===== config.mk =====
export PLATFORM = sky130hd
export DESIGN_NAME = dtf_queue
export DESIGN_NICKNAME = d
export VERILOG_FILES = /design/src/hw/rtl/dtf_pkg.sv /design/src/hw/rtl/dtf_queue.sv
export SDC_FILE = /design/constraint.sdc
export NUM_CORES = 1
export LEC_CHECK = 0
export BUFFER_PORTS_ARGS = -buffer_cell sky130_fd_sc_hd__buf_2
export CAP_MARGIN = 10
export CORE_AREA = 2 2 210 212
export CTS_CLUSTER_DIAMETER = 100
export DETAILED_ROUTE_END_ITERATION = 12
export DIE_AREA = 0 0 212 214
export PLACE_DENSITY = 0.73
export SYNTH_ARGS = -nofsm -noshare
export SYNTH_HDL_FRONTEND = slang
export SYNTH_SLANG_ARGS = --single-unit

===== constraint.sdc =====
create_clock -name clk -period 42.3 [get_ports clk]
set_clock_uncertainty 0.2 [all_clocks]
set_input_delay 6.345 -clock clk [delete_from_list [all_inputs] [get_ports clk]]
set_output_delay 6.345 -clock clk [all_outputs]
set_load 0.05 [all_outputs]

===== src/hw/rtl/dtf_pkg.sv =====
`default_nettype none
// ----------------------------------------------------------------------------
// dtf_pkg
// Shared types and constants of the depth tested fragment unit.
// ----------------------------------------------------------------------------
package dtf_pkg;

	localparam int SCREEN_WIDTH_DEF  = 1024;
	localparam int SCREEN_HEIGHT_DEF = 1024;

	localparam int PIX_W    = 10;
	localparam int COORD_W  = 13;
	localparam int DIFF_W   = 14;
	localparam int PROD_W   = 28;
	localparam int AREA_W   = 29;
	localparam int NC_W     = 31;
	localparam int W_W      = 32;
	localparam int COLOR_W  = 32;
	localparam int DEPTH_W  = 32;
	localparam int RECIP_W  = 33;
	localparam int CHUNK_W  = 16;
	localparam int MPROD_W  = 48;
	localparam int ACC_W    = 64;
	localparam int DIVD_W   = 64;
	localparam int DIVS_W   = 32;
	localparam int CLAMP_W  = 41;

	localparam logic signed [DEPTH_W-1:0] ONE_Q16 = 32'sh0001_0000;
	localparam logic [DIVD_W-1:0] RECIP_NUM = 64'h0000_0001_0000_0000;
	localparam logic [CLAMP_W-1:0] Q_CLAMP = 41'h100_0000_0000;

	localparam logic [1:0] TERM_A = 2'd0;
	localparam logic [1:0] TERM_B = 2'd1;
	localparam logic [1:0] TERM_C = 2'd2;
	localparam logic [1:0] CHUNK_LO  = 2'd0;
	localparam logic [1:0] CHUNK_MID = 2'd1;
	localparam logic [1:0] CHUNK_HI  = 2'd2;

	typedef struct packed {
		logic                     compute;
		logic                     onscreen;
		logic signed [AREA_W-1:0] area;
		logic signed [AREA_W-1:0] na;
		logic signed [AREA_W-1:0] nb;
		logic signed [NC_W-1:0]   nc;
		logic [W_W-1:0]           wa;
		logic [W_W-1:0]           wb;
		logic [W_W-1:0]           wc;
		logic [COLOR_W-1:0]       color;
		logic [PIX_W-1:0]         px;
		logic [PIX_W-1:0]         py;
	} frag_t;

	typedef struct packed {
		logic              start;
		logic [DIVD_W-1:0] dividend;
		logic [DIVS_W-1:0] divisor;
	} div_req_t;

	typedef enum logic [3:0] {
		BK_CLEAR,
		BK_IDLE,
		BK_RSTART,
		BK_RECIP,
		BK_MUL,
		BK_ACC,
		BK_DSTART,
		BK_DIV,
		BK_RD,
		BK_CMP,
		BK_OUT
	} back_state_t;

endpackage
`default_nettype wire


===== src/hw/rtl/dtf_queue.sv =====
`default_nettype none
// ----------------------------------------------------------------------------
// dtf_queue
// Two-entry fragment queue between the front and the back.
// ----------------------------------------------------------------------------
module dtf_queue (
	input  wire logic            clk,
	input  wire logic            arst_n,
	input  wire logic            push,
	input  wire dtf_pkg::frag_t  wdata,
	output logic                 full,
	input  wire logic            pop,
	output dtf_pkg::frag_t       rdata,
	output logic                 empty
);

	dtf_pkg::frag_t ent_q [2];
	logic           wptr_q;
	logic           rptr_q;
	logic [1:0]     cnt_q;

	assign full  = cnt_q == 2'd2;
	assign empty = cnt_q == 2'd0;
	assign rdata = ent_q[rptr_q];

	always_ff @(posedge clk or negedge arst_n) begin
		if (!arst_n) begin
			wptr_q <= 1'b0;
			rptr_q <= 1'b0;
			cnt_q  <= '0;
		end else begin
			if (push) begin
				wptr_q <= ~wptr_q;
			end
			if (pop) begin
				rptr_q <= ~rptr_q;
			end
			if (push && !pop) begin
				cnt_q <= cnt_q + 2'd1;
			end else if (pop && !push) begin
				cnt_q <= cnt_q - 2'd1;
			end
		end
	end

	always_ff @(posedge clk) begin
		if (push) begin
			ent_q[wptr_q] <= wdata;
		end
	end

endmodule
`default_nettype wire


==> flow_summary.json <==
{
  "final_common_cell": "buf_2",
  "post_cts_buffers": 0,
  "critPathKind": "flop to output port",
  "routed_wl_mm": 42.9,
  "synthTopCellsByArea": "edfxtp_1, mux2_4, mux2_2, buf_6, dfrtp_1",
  "ctsResizeCount": 0,
  "yosys_warnings": 0,
  "synth_top_area_cell": "edfxtp_1",
  "min_path_type": "flop to flop",
  "dr_total_vias": 10100,
  "die_w_um": 212,
  "synth-seq-cells": 540,
  "ys_types": 13,
  "path_clk_slew_ns": 0.05,
  "clockBufferDepth": 3,
  "path_max_fanout": 62,
  "grt_start_max_net_pins": 138,
  "final_cell_mix": "buf_2, edfxtp_1, mux2_4, mux2_2, clkbuf_16",
  "hp-start": "cnt_q[1]",
  "outcome": "finished clean",
  "synth.avg_cell_area_um2": 23.9,
  "cts_sinks": 540,
  "holdPathEnd": "cnt_q[1]",
  "antenna_found_initial": 10,
  "rsz0062_at_grt": "false",
  "fmax_ghz": 0.0961,
  "min_period_ns": 10.41,
  "std_cell_rows": 76,
  "final_util": 0.589,
  "die_y_um": 214,
  "cts.htree.levels": 2,
  "slew-limit-headroom": 0.308,
  "netlist_area_um2": 20400,
  "initial_core_util": 0.475,
  "grtUsageTotal": 0.184,
  "cap_violations": 0,
  "cp.arrival_ns": 3.87,
  "detail_route.first_pass.iterations": 5,
  "dieArea_um2": 45400,
  "postCtsHoldBufs": 0,
  "core-area_um2": 42900,
  "min_path_cells": 1,
  "end_kind": "output port",
  "drt-initial-drc-count": 546,
  "clk_latency_ns": 0.57,
  "drc": 0,
  "area_delta_synth_final_pct": 24.0,
  "final_hold_viol_count": 0,
  "cts_buffers": 54,
  "antenna_left": 0,
  "yosysSeqAreaShare": 0.796,
  "fin_nets": 1699,
  "gp_routability_congestion": 0.810,
  "yosysTopAreaCellShare": 0.791,
  "reg2reg_to": "ent_q[0][51]",
  "synth_nets": 1123,
  "ir_worst_vdd_v": 0.0000593,
  "avgViaCountPerCell": 4.90,
  "dp.cells": 1955,
  "cp_data_required_time_ns": 35.75,
  "period_share": 0.246,
  "leakagePower_nw": 10.0,
  "finalInstanceArea_um2": 25200,
  "postSynthCellCount": 850,
  "num-fill-cells": 3183,
  "powerDensity_nw_per_um2": 80.9,
  "finalMaxSlewViolations": 0,
  "grt-ovfl-total": 0,
  "setup-tns-final_ns": 0,
  "grt_pass1_vias": 10600,
  "placed_area_um2": 23600,
  "wl_per_cell_um": 20.8,
  "setup_viol": 0,
  "layout.cells.non_filler": 2058,
  "r2r_start": "wptr_q",
  "dp_hpwl_mm": 29.7,
  "rr_worst_depth": 3,
  "crit_path_start_kind": "flop",
  "reg2reg_slack_ns": 38.71,
  "worst_slew_pin_slew_ns": 1.04,
  "layout-drive-gt1-share": 0.604,
  "io_buffers": 541,
  "grt_pass1_wl_mm": 62.4,
  "cts_tree": "built",
  "ios": 542,
  "cts.root.buffer_cell": "clkbuf_16"
}
-- metal layers --
metal / GRT usage / wire length (um) / up-vias / share of wire
li1: - / - / 4563 / -
met3: 0.0685 / 4160 / 67 / 0.097
met1: 0.206 / 15700 / 5021 / 0.37
met5: 0 / 39 / - / 0.00091
met2: 0.323 / 22100 / 431 / 0.51
met4: 0.0582 / 910 / 6 / 0.021
-- per-stage QoR --
stage	hold slack (ns)	power (mW)	worst slack (ns)
finish	0.310	2.04	31.89
global placement	0.283	1.61	32.52
floorplan	0.255	1.50	23.29
global route	0.332	2.12	31.69
CTS	0.318	2.06	31.82
detailed placement	0.301	1.62	32.47
-- sequential cells by signal, summed over array words and instances (netlist names) --
signal,flops
cnt_q,2
wptr_q,1
rptr_q,1
ent_q,536
-- worst max-delay path by stage --
stage | start | to | slack [ns] | depth (start not counted)
after detailed placement | rptr_q | rdata[48] | 32.47 | 4
after global routing | rptr_q | rdata[57] | 31.69 | 4
after floorplan | push | ent_q[0][0] | 23.29 | 1
final | rptr_q | rdata[177] | 31.89 | 4
after global placement | rptr_q | rdata[58] | 32.52 | 4
after CTS | rptr_q | rdata[48] | 31.82 | 4
-- synth_stat cells --
master	instances
and2_1	1
buf_2	5
buf_6	25
dfrtp_1	4
edfxtp_1	536
ha_1	1
inv_1	1
mux2_2	68
mux2_4	200
nor2_1	2
nor2b_1	2
xnor2_1	1
xor2_1	4
-- power breakdown --
group / leakage, nW / internal, mW / total (mW) / switching (mW)
combinational: 4.14 / 0.258 / 0.857 / 0.599
clock: 0.786 / 0.255 / 0.438 / 0.183
sequential: 5.08 / 0.711 / 0.746 / 0.0350
-- layout make-up --
cell class	instances	area, um2	share of cell area
inverters	1	3.75	0.000149
clock buffers	82	1540	0.0610
diodes	7	17.5	0.000694
flip-flops and latches	540	16200	0.642
repair buffers	550	2800	0.111
clock inverters	14	87.6	0.00347
well taps	585	732	0.0290
multi-input cells	279	3860	0.153
-- critical path, stage by stage (launching register included) --
cell and delay [ns]:
dfrtp_4 0.90, buf_4 0.91, buf_4 0.76, mux2_4 0.35, buf_2 0.21
-- cells by family after synthesis --
logic type               Yosys count  share of synthesized area
flip-flops                       540                      0.796
multiplexers                     268                      0.185
buffers and inverters             31                     0.0152
XOR/XNOR                           5                    0.00215
AND/OR/NAND/NOR                    5                    0.00129
adder cells (fa/ha/maj)            1                   0.000615
(Power assumes the default switching activity.)
