<file path="src/hw/rtl/dtf_pkg.sv">
`default_nettype none
// ----------------------------------------------------------------------------
// dtf_pkg
// Shared types and constants of the depth tested fragment unit.
// ----------------------------------------------------------------------------
package dtf_pkg;

	localparam int SCREEN_WIDTH_DEF  = 1024;
	localparam int SCREEN_HEIGHT_DEF = 1024;

	localparam int PIX_W    = 10;
	localparam int COORD_W  = 13;
	localparam int DIFF_W   = 14;
	localparam int PROD_W   = 28;
	localparam int AREA_W   = 29;
	localparam int NC_W     = 31;
	localparam int W_W      = 32;
	localparam int COLOR_W  = 32;
	localparam int DEPTH_W  = 32;
	localparam int RECIP_W  = 33;
	localparam int CHUNK_W  = 16;
	localparam int MPROD_W  = 48;
	localparam int ACC_W    = 64;
	localparam int DIVD_W   = 64;
	localparam int DIVS_W   = 32;
	localparam int CLAMP_W  = 41;

	localparam logic signed [DEPTH_W-1:0] ONE_Q16 = 32'sh0001_0000;
	localparam logic [DIVD_W-1:0] RECIP_NUM = 64'h0000_0001_0000_0000;
	localparam logic [CLAMP_W-1:0] Q_CLAMP = 41'h100_0000_0000;

	localparam logic [1:0] TERM_A = 2'd0;
	localparam logic [1:0] TERM_B = 2'd1;
	localparam logic [1:0] TERM_C = 2'd2;
	localparam logic [1:0] CHUNK_LO  = 2'd0;
	localparam logic [1:0] CHUNK_MID = 2'd1;
	localparam logic [1:0] CHUNK_HI  = 2'd2;

	typedef struct packed {
		logic                     compute;
		logic                     onscreen;
		logic signed [AREA_W-1:0] area;
		logic signed [AREA_W-1:0] na;
		logic signed [AREA_W-1:0] nb;
		logic signed [NC_W-1:0]   nc;
		logic [W_W-1:0]           wa;
		logic [W_W-1:0]           wb;
		logic [W_W-1:0]           wc;
		logic [COLOR_W-1:0]       color;
		logic [PIX_W-1:0]         px;
		logic [PIX_W-1:0]         py;
	} frag_t;

	typedef struct packed {
		logic              start;
		logic [DIVD_W-1:0] dividend;
		logic [DIVS_W-1:0] divisor;
	} div_req_t;

	typedef enum logic [3:0] {
		BK_CLEAR,
		BK_IDLE,
		BK_RSTART,
		BK_RECIP,
		BK_MUL,
		BK_ACC,
		BK_DSTART,
		BK_DIV,
		BK_RD,
		BK_CMP,
		BK_OUT
	} back_state_t;

endpackage
`default_nettype wire

</file>
<file path="src/hw/rtl/dtf_front.sv">
`default_nettype none
// ----------------------------------------------------------------------------
// dtf_front
// Accepts fragments, forms the edge areas and classifies each fragment.
// ----------------------------------------------------------------------------
module dtf_front #(
	parameter int SCREEN_WIDTH  = dtf_pkg::SCREEN_WIDTH_DEF,
	parameter int SCREEN_HEIGHT = dtf_pkg::SCREEN_HEIGHT_DEF
) (
	input  wire logic                   clk,
	input  wire logic                   arst_n,
	input  wire logic                   hold,
	input  wire logic                   push,
	output logic                        full,
	input  wire logic [9:0]             pixel_x,
	input  wire logic [9:0]             pixel_y,
	input  wire logic signed [12:0]     vert_a_x,
	input  wire logic signed [12:0]     vert_a_y,
	input  wire logic [31:0]            vert_a_w,
	input  wire logic signed [12:0]     vert_b_x,
	input  wire logic signed [12:0]     vert_b_y,
	input  wire logic [31:0]            vert_b_w,
	input  wire logic signed [12:0]     vert_c_x,
	input  wire logic signed [12:0]     vert_c_y,
	input  wire logic [31:0]            vert_c_w,
	input  wire logic [31:0]            fill_color,
	input  wire logic                   q_full,
	output logic                        q_push,
	output dtf_pkg::frag_t              q_data
);

	localparam int DW = dtf_pkg::DIFF_W;
	localparam int PW = dtf_pkg::PROD_W;
	localparam int AW = dtf_pkg::AREA_W;
	localparam int NW = dtf_pkg::NC_W;

	logic advance;
	logic accept;

	logic signed [DW-1:0] ax, ay, bx, by, cx, cy, px, py;
	logic signed [PW-1:0] prod [6];

	logic                 valid_s1;
	logic signed [PW-1:0] prod_s1 [6];
	logic [31:0]          wa_s1, wb_s1, wc_s1, color_s1;
	logic [9:0]           px_s1, py_s1;

	logic                 valid_s2;
	dtf_pkg::frag_t       frag_s2;
	dtf_pkg::frag_t       frag_d;

	assign advance = !valid_s2 || !q_full;
	assign full    = hold || !advance;
	assign accept  = push && !full;
	assign q_push  = valid_s2 && !q_full;
	assign q_data  = frag_s2;

	always_comb begin
		ax = $signed({vert_a_x[12], vert_a_x});
		ay = $signed({vert_a_y[12], vert_a_y});
		bx = $signed({vert_b_x[12], vert_b_x});
		by = $signed({vert_b_y[12], vert_b_y});
		cx = $signed({vert_c_x[12], vert_c_x});
		cy = $signed({vert_c_y[12], vert_c_y});
		px = $signed({4'b0, pixel_x});
		py = $signed({4'b0, pixel_y});
		// area and the edge weights na and nb, each from a pair of products
		prod[0] = (bx - ax) * (cy - ay);
		prod[1] = (by - ay) * (cx - ax);
		prod[2] = (cx - bx) * (py - by);
		prod[3] = (px - bx) * (cy - by);
		prod[4] = (px - ax) * (cy - ay);
		prod[5] = (cx - ax) * (py - ay);
	end

	always_comb begin
		frag_d.area = $signed({prod_s1[0][PW-1], prod_s1[0]})
			- $signed({prod_s1[1][PW-1], prod_s1[1]});
		frag_d.na = $signed({prod_s1[2][PW-1], prod_s1[2]})
			- $signed({prod_s1[3][PW-1], prod_s1[3]});
		frag_d.nb = $signed({prod_s1[4][PW-1], prod_s1[4]})
			- $signed({prod_s1[5][PW-1], prod_s1[5]});
		frag_d.nc = $signed({{(NW-AW){frag_d.area[AW-1]}}, frag_d.area})
			- $signed({{(NW-AW){frag_d.na[AW-1]}}, frag_d.na})
			- $signed({{(NW-AW){frag_d.nb[AW-1]}}, frag_d.nb});
		frag_d.compute = (frag_d.area != '0) && (wa_s1 != '0) && (wb_s1 != '0)
			&& (wc_s1 != '0);
		frag_d.onscreen = (32'(px_s1) < 32'(SCREEN_WIDTH))
			&& (32'(py_s1) < 32'(SCREEN_HEIGHT));
		frag_d.wa    = wa_s1;
		frag_d.wb    = wb_s1;
		frag_d.wc    = wc_s1;
		frag_d.color = color_s1;
		frag_d.px    = px_s1;
		frag_d.py    = py_s1;
	end

	always_ff @(posedge clk or negedge arst_n) begin
		if (!arst_n) begin
			valid_s1 <= 1'b0;
			valid_s2 <= 1'b0;
		end else if (advance) begin
			valid_s1 <= accept;
			valid_s2 <= valid_s1;
		end
	end

	always_ff @(posedge clk) begin
		if (advance) begin
			prod_s1  <= prod;
			wa_s1    <= vert_a_w;
			wb_s1    <= vert_b_w;
			wc_s1    <= vert_c_w;
			color_s1 <= fill_color;
			px_s1    <= pixel_x;
			py_s1    <= pixel_y;
			frag_s2  <= frag_d;
		end
	end

endmodule
`default_nettype wire

</file>
<file path="config.mk">
export PLATFORM = sky130hd
export DESIGN_NAME = dtf_front
export DESIGN_NICKNAME = d
export VERILOG_FILES = /design/src/hw/rtl/dtf_pkg.sv /design/src/hw/rtl/dtf_front.sv
export SDC_FILE = /design/constraint.sdc
export NUM_CORES = 2
export LEC_CHECK = 0
export BUFFER_PORTS_ARGS = -buffer_cell sky130_fd_sc_hd__buf_2
export CAP_MARGIN = 10
export CELL_PAD_IN_SITES_DETAIL_PLACEMENT = 0
export CELL_PAD_IN_SITES_GLOBAL_PLACEMENT = 1
export CORE_MARGIN = 4
export CORE_UTILIZATION = 50
export CTS_CLUSTER_DIAMETER = 120
export CTS_CLUSTER_SIZE = 28
export DETAILED_ROUTE_END_ITERATION = 7
export GPL_ROUTABILITY_DRIVEN = 1
export PLACE_DENSITY_LB_ADDON = 0.1
export SYNTH_ARGS = -nofsm -noshare
export SYNTH_HDL_FRONTEND = slang
export SYNTH_SLANG_ARGS = --single-unit
</file>
<file path="constraint.sdc">
create_clock -name clk -period 19.6 [get_ports clk]
set_input_delay 2.94 -clock clk [delete_from_list [all_inputs] [get_ports clk]]
set_output_delay 2.94 -clock clk [all_outputs]
set_load 0.01 [all_outputs]
</file>
==> impl_summary.md <==
Route
The DRC violation count after routing is 0. Summed over all layers, the routed wires come to 215,000 um. Dividing the detail-routed wire length by the instance count gives 22.2 um. Using the TritonRoute via totals, the vias-per-cell ratio works out to 5.32.

The starting DRC count in detailed routing is 2,968. The first detailed-routing pass took 5 iterations. In this run the remaining antenna-violating nets after routing total 0. For this block, the via count after detailed routing is 51,600.

Worst hold path
The type of the worst min-delay path is reg2reg. The startpoint of the worst hold path is px_s1[8]. Along the worst hold path, the cell count comes to 0. The endpoint of the worst hold path is q_data[18].

Clock network
The clock sink count is 585. The insertion delay to the later sink of the worst-skew pair is 750 ps. The H-tree depth reported by CTS is 1. The clock-pin slew on the worst setup and hold paths is 90 ps.

TritonCTS built the clock tree. The tree is rooted in a sky130_fd_sc_hd__clkbuf_16. In this run the deepest clock path goes through 3 buffers. The number of setup buffers added after CTS is 0. After clock tree synthesis, the repair step resized 0 gates. The clock buffer count from CTS is 31. Hold repair after CTS inserted 0 buffers.

Timing
The total count of max-transition violations in the final report is 0. The clock period minus worst slack is 12,190 ps. The final sum of negative setup slack is 0 ps.

The final clock skew is 89.7 ps. At the pin with the least slew margin, the transition time is 1280 ps. Measured against its own limit, the worst slew margin works out to 14.6%.

The final worst-path cycle share is 62.2%. The count of final hold-check violations is 0. Setup repair after global routing left no endpoint under its margin.

The maximum clock rate is 82.1 MHz. The total of endpoints with negative setup slack in the final report is 0.

Critical path
The slowest cell on the critical path is sky130_fd_sc_hd__xnor2_1. The capturing element type of the critical path is a flip-flop. The cell that appears most often on the critical path is sky130_fd_sc_hd__fa_1. For this run, the slowest stage of the critical path takes 770 ps.

The category of the most critical setup path is in2reg. STA puts the critical path data required time at 20,060 ps. The worst register-to-register path has a depth of 26. The destination of the worst register-to-register timing path is q_data[177]. The setup check on the worst reg-to-reg path leaves a slack of 13,010 ps. The peak fanout along the critical path is 8. The most critical setup path has its startpoint at vert_b_x[1]. The kind of launch point of the worst setup path is a primary input. The worst register-to-register path begins at prod_s1[84].

The critical path data arrival time is 12,650 ps.

Finish
The non-filler instance count after layout is 9,689. The net count reported at finish is 9,831. The relative area change from synthesis to final layout is 8.73%.

The share of cells above drive strength 1 is 9.37%. The layout has 13,200 filler cells.

Die
The die boundary width is 391 um. The number of placement rows is 140. The height of the die is 391 um.

The area of the core is 0.146 sq mm. The die outline area is 0.153 sq mm. The starting density of the core is 50.3%. The number of placed I/O pins is 501.

Yosys
For this run, the register share of the synthesized area comes to 24.0%. In this run, synthesis inferred 583 flip-flops with an integrated enable. The post-synthesis average cell area is 10.1 sq um.

The number of synthesized register bits is 585. Counting every instance in the synthesized netlist gives 7,262. Summing every instance area after synthesis gives 0.0732 sq mm. The net count of the mapped netlist is 9,339. The most frequently used flop master after synthesis is sky130_fd_sc_hd__edfxtp_1. Yosys printed 0 warnings. The number of distinct standard cells referenced by the synthesized netlist is 77. Of all flip-flops after synthesis, the portion carrying an async set or reset was 0.342%.

Placement
The HPWL after detailed placement is 183,000 um. Routability-driven placement finished with a final weighted congestion of 0.934. Port buffering added 499 buffers.

The count of placed standard cells including taps is 9,637.

Global routing
The number of global-route vias before repair is 54,600. The global-route wire length before repair is 326,000 um. For this run, the total global-route usage over all layers was measured as 28.6%. The initial antenna violation count is 11.

The overflow left after global routing is 0. The maximum number of pins on one net before global-route repair is 133.

Run
The max-capacitance violation count is 0.

Outcome
The flow ran to the end, and the final reports show no timing, DRC or antenna violations.
[cells in the mapped netlist (3+ instances only)]
master / number / share of area (%)
sky130_fd_sc_hd__o211ai_1: 7 / 0.072
sky130_fd_sc_hd__a41o_1: 3 / 0.041
sky130_fd_sc_hd__nand4_1: 27 / 0.23
sky130_fd_sc_hd__a2111oi_0: 4 / 0.048
sky130_fd_sc_hd__o21a_1: 38 / 0.39
sky130_fd_sc_hd__and2_1: 34 / 0.29
sky130_fd_sc_hd__nor3b_1: 4 / 0.041
sky130_fd_sc_hd__a31o_2: 9 / 0.11
sky130_fd_sc_hd__a31oi_1: 28 / 0.24
sky130_fd_sc_hd__clkbuf_1: 128 / 0.66
sky130_fd_sc_hd__o31a_1: 5 / 0.060
sky130_fd_sc_hd__o21bai_1: 33 / 0.34
sky130_fd_sc_hd__fa_1: 1213 / 33
sky130_fd_sc_hd__a41oi_1: 7 / 0.084
sky130_fd_sc_hd__xnor2_1: 306 / 3.7
sky130_fd_sc_hd__inv_1: 1640 / 8.4
sky130_fd_sc_hd__a211o_1: 10 / 0.12
sky130_fd_sc_hd__nand2_1: 634 / 3.3
sky130_fd_sc_hd__o41ai_1: 6 / 0.072
sky130_fd_sc_hd__nand2b_1: 103 / 0.88
sky130_fd_sc_hd__o31ai_1: 9 / 0.092
sky130_fd_sc_hd__o22ai_1: 5 / 0.043
sky130_fd_sc_hd__edfxtp_1: 583 / 24
sky130_fd_sc_hd__ha_1: 633 / 11
sky130_fd_sc_hd__nor2b_1: 77 / 0.66
sky130_fd_sc_hd__nor3_1: 62 / 0.42
sky130_fd_sc_hd__nand3b_1: 8 / 0.082
sky130_fd_sc_hd__mux2i_1: 4 / 0.055
sky130_fd_sc_hd__o21ai_0: 166 / 1.1
sky130_fd_sc_hd__and3_1: 19 / 0.16
sky130_fd_sc_hd__o2111ai_1: 4 / 0.048
sky130_fd_sc_hd__nor2_1: 746 / 3.8
sky130_fd_sc_hd__a21boi_0: 28 / 0.29
sky130_fd_sc_hd__and4_1: 4 / 0.048
sky130_fd_sc_hd__nor4_1: 31 / 0.26
sky130_fd_sc_hd__nand3_1: 52 / 0.36
sky130_fd_sc_hd__xor2_1: 123 / 1.5
sky130_fd_sc_hd__a21oi_1: 211 / 1.4
sky130_fd_sc_hd__a311oi_1: 7 / 0.084
sky130_fd_sc_hd__a21o_1: 105 / 1.1
sky130_fd_sc_hd__or2_2: 45 / 0.38
sky130_fd_sc_hd__or3_1: 34 / 0.29
sky130_fd_sc_hd__or4_1: 4 / 0.041
sky130_fd_sc_hd__a211oi_1: 16 / 0.16
[cell type report]
cell class	count	area (sq um)	share of cell area, %
Multi-Input combinational cell	4903	49100	61.8
Sequential cell	585	17600	22.1
Inverter	1642	6160	7.74
Antenna cell	6	15.0	0.0189
Tap cell	1917	2400	3.01
Clock inverter	14	328	0.412
Timing Repair Buffer	591	3200	4.03
Clock buffer	31	776	0.975
[registers in the layout, indices dropped and copies added (netlist names)]
signal,count
prod_s1,168
wa_s1,32
q_data,267
wb_s1,32
valid_s2,1
wc_s1,32
color_s1,32
valid_s1,1
py_s1,10
px_s1,10
[through the flow]
step | hold slack [ps] | area, sq um | utilization (%) | worst slack, ps
after CTS | 426 | 79600 | 54.7 | 7470
after floorplan | 400 | 73200 | - | 209
after global routing | 432 | 79600 | 54.7 | 6760
after global placement | 401 | 78500 | 53.9 | 6800
after detailed placement | 405 | 78500 | 53.9 | 6740
final | 425 | 79600 | 54.7 | 7410
[cells by family (layout without fill, tap and decap cells)]
kind of cell	Yosys count	count (layout)	share of synthesized area, %
buf+inv	1774	2278	9.11
compound gates	736	736	6.45
flops	585	585	24.0
other cells	1	7	0.00512
fa+ha+maj	1846	1846	44.0
simple gates	1885	1885	11.2
mux	6	6	0.0855
xor+xnor	429	429	5.13
[cells in the final DEF, fill, tap and decap left out, types with 10 or more instances in the layout]
cell type / count
sky130_fd_sc_hd__buf_4: 90
sky130_fd_sc_hd__o21ai_0: 166
sky130_fd_sc_hd__fa_1: 1213
sky130_fd_sc_hd__xnor2_1: 297
sky130_fd_sc_hd__or2_2: 45
sky130_fd_sc_hd__a211oi_1: 16
sky130_fd_sc_hd__xor2_1: 114
sky130_fd_sc_hd__clkbuf_16: 31
sky130_fd_sc_hd__and2_1: 34
sky130_fd_sc_hd__nor2_1: 745
sky130_fd_sc_hd__nor4_1: 31
sky130_fd_sc_hd__and3_1: 19
sky130_fd_sc_hd__o21bai_1: 33
sky130_fd_sc_hd__ha_1: 632
sky130_fd_sc_hd__buf_2: 499
sky130_fd_sc_hd__a21o_1: 105
sky130_fd_sc_hd__a21oi_1: 211
sky130_fd_sc_hd__nor2b_1: 77
sky130_fd_sc_hd__nand2_1: 633
sky130_fd_sc_hd__nand2b_1: 103
sky130_fd_sc_hd__edfxtp_1: 583
sky130_fd_sc_hd__inv_1: 1640
sky130_fd_sc_hd__nand4_1: 27
sky130_fd_sc_hd__a211o_1: 10
sky130_fd_sc_hd__a31oi_1: 28
sky130_fd_sc_hd__o21a_1: 38
sky130_fd_sc_hd__nor3_1: 62
sky130_fd_sc_hd__or3_1: 34
sky130_fd_sc_hd__a21boi_0: 28
sky130_fd_sc_hd__nand3_1: 52
[worst max path at each step]
stage / to / slack [ps] / cells past startpoint
after floorplan: full / 210 / 2
after global placement: prod_s1[83] / 6800 / 35
after detailed placement: prod_s1[83] / 6740 / 35
after CTS: prod_s1[83] / 7470 / 35
after global routing: prod_s1[83] / 6760 / 35
final: prod_s1[83] / 7410 / 35
[worst max-delay path: cells and delay by family]
family / cells / cell delay, ps
adders and majority gates: 8 / 3690
xor gates and xnor gates: 2 / 890
and+or+nand+nor: 6 / 1580
AOI/OAI and AO/OA: 14 / 3010
buffers and inverters: 5 / 520
[routing by layer]
metal  track usage (%)  vias to the layer above  share of wire (%)
met2              49.0                     1528                 48
li1                  -                    23600                  -
met3              3.69                      297                6.3
met4              12.2                        6                5.3
met1              36.7                    26100                 41
met5                 0                        -              0.013
Power is not shown: default switching activity piles up to over one toggle a cycle in this logic, so the estimate is an artifact.
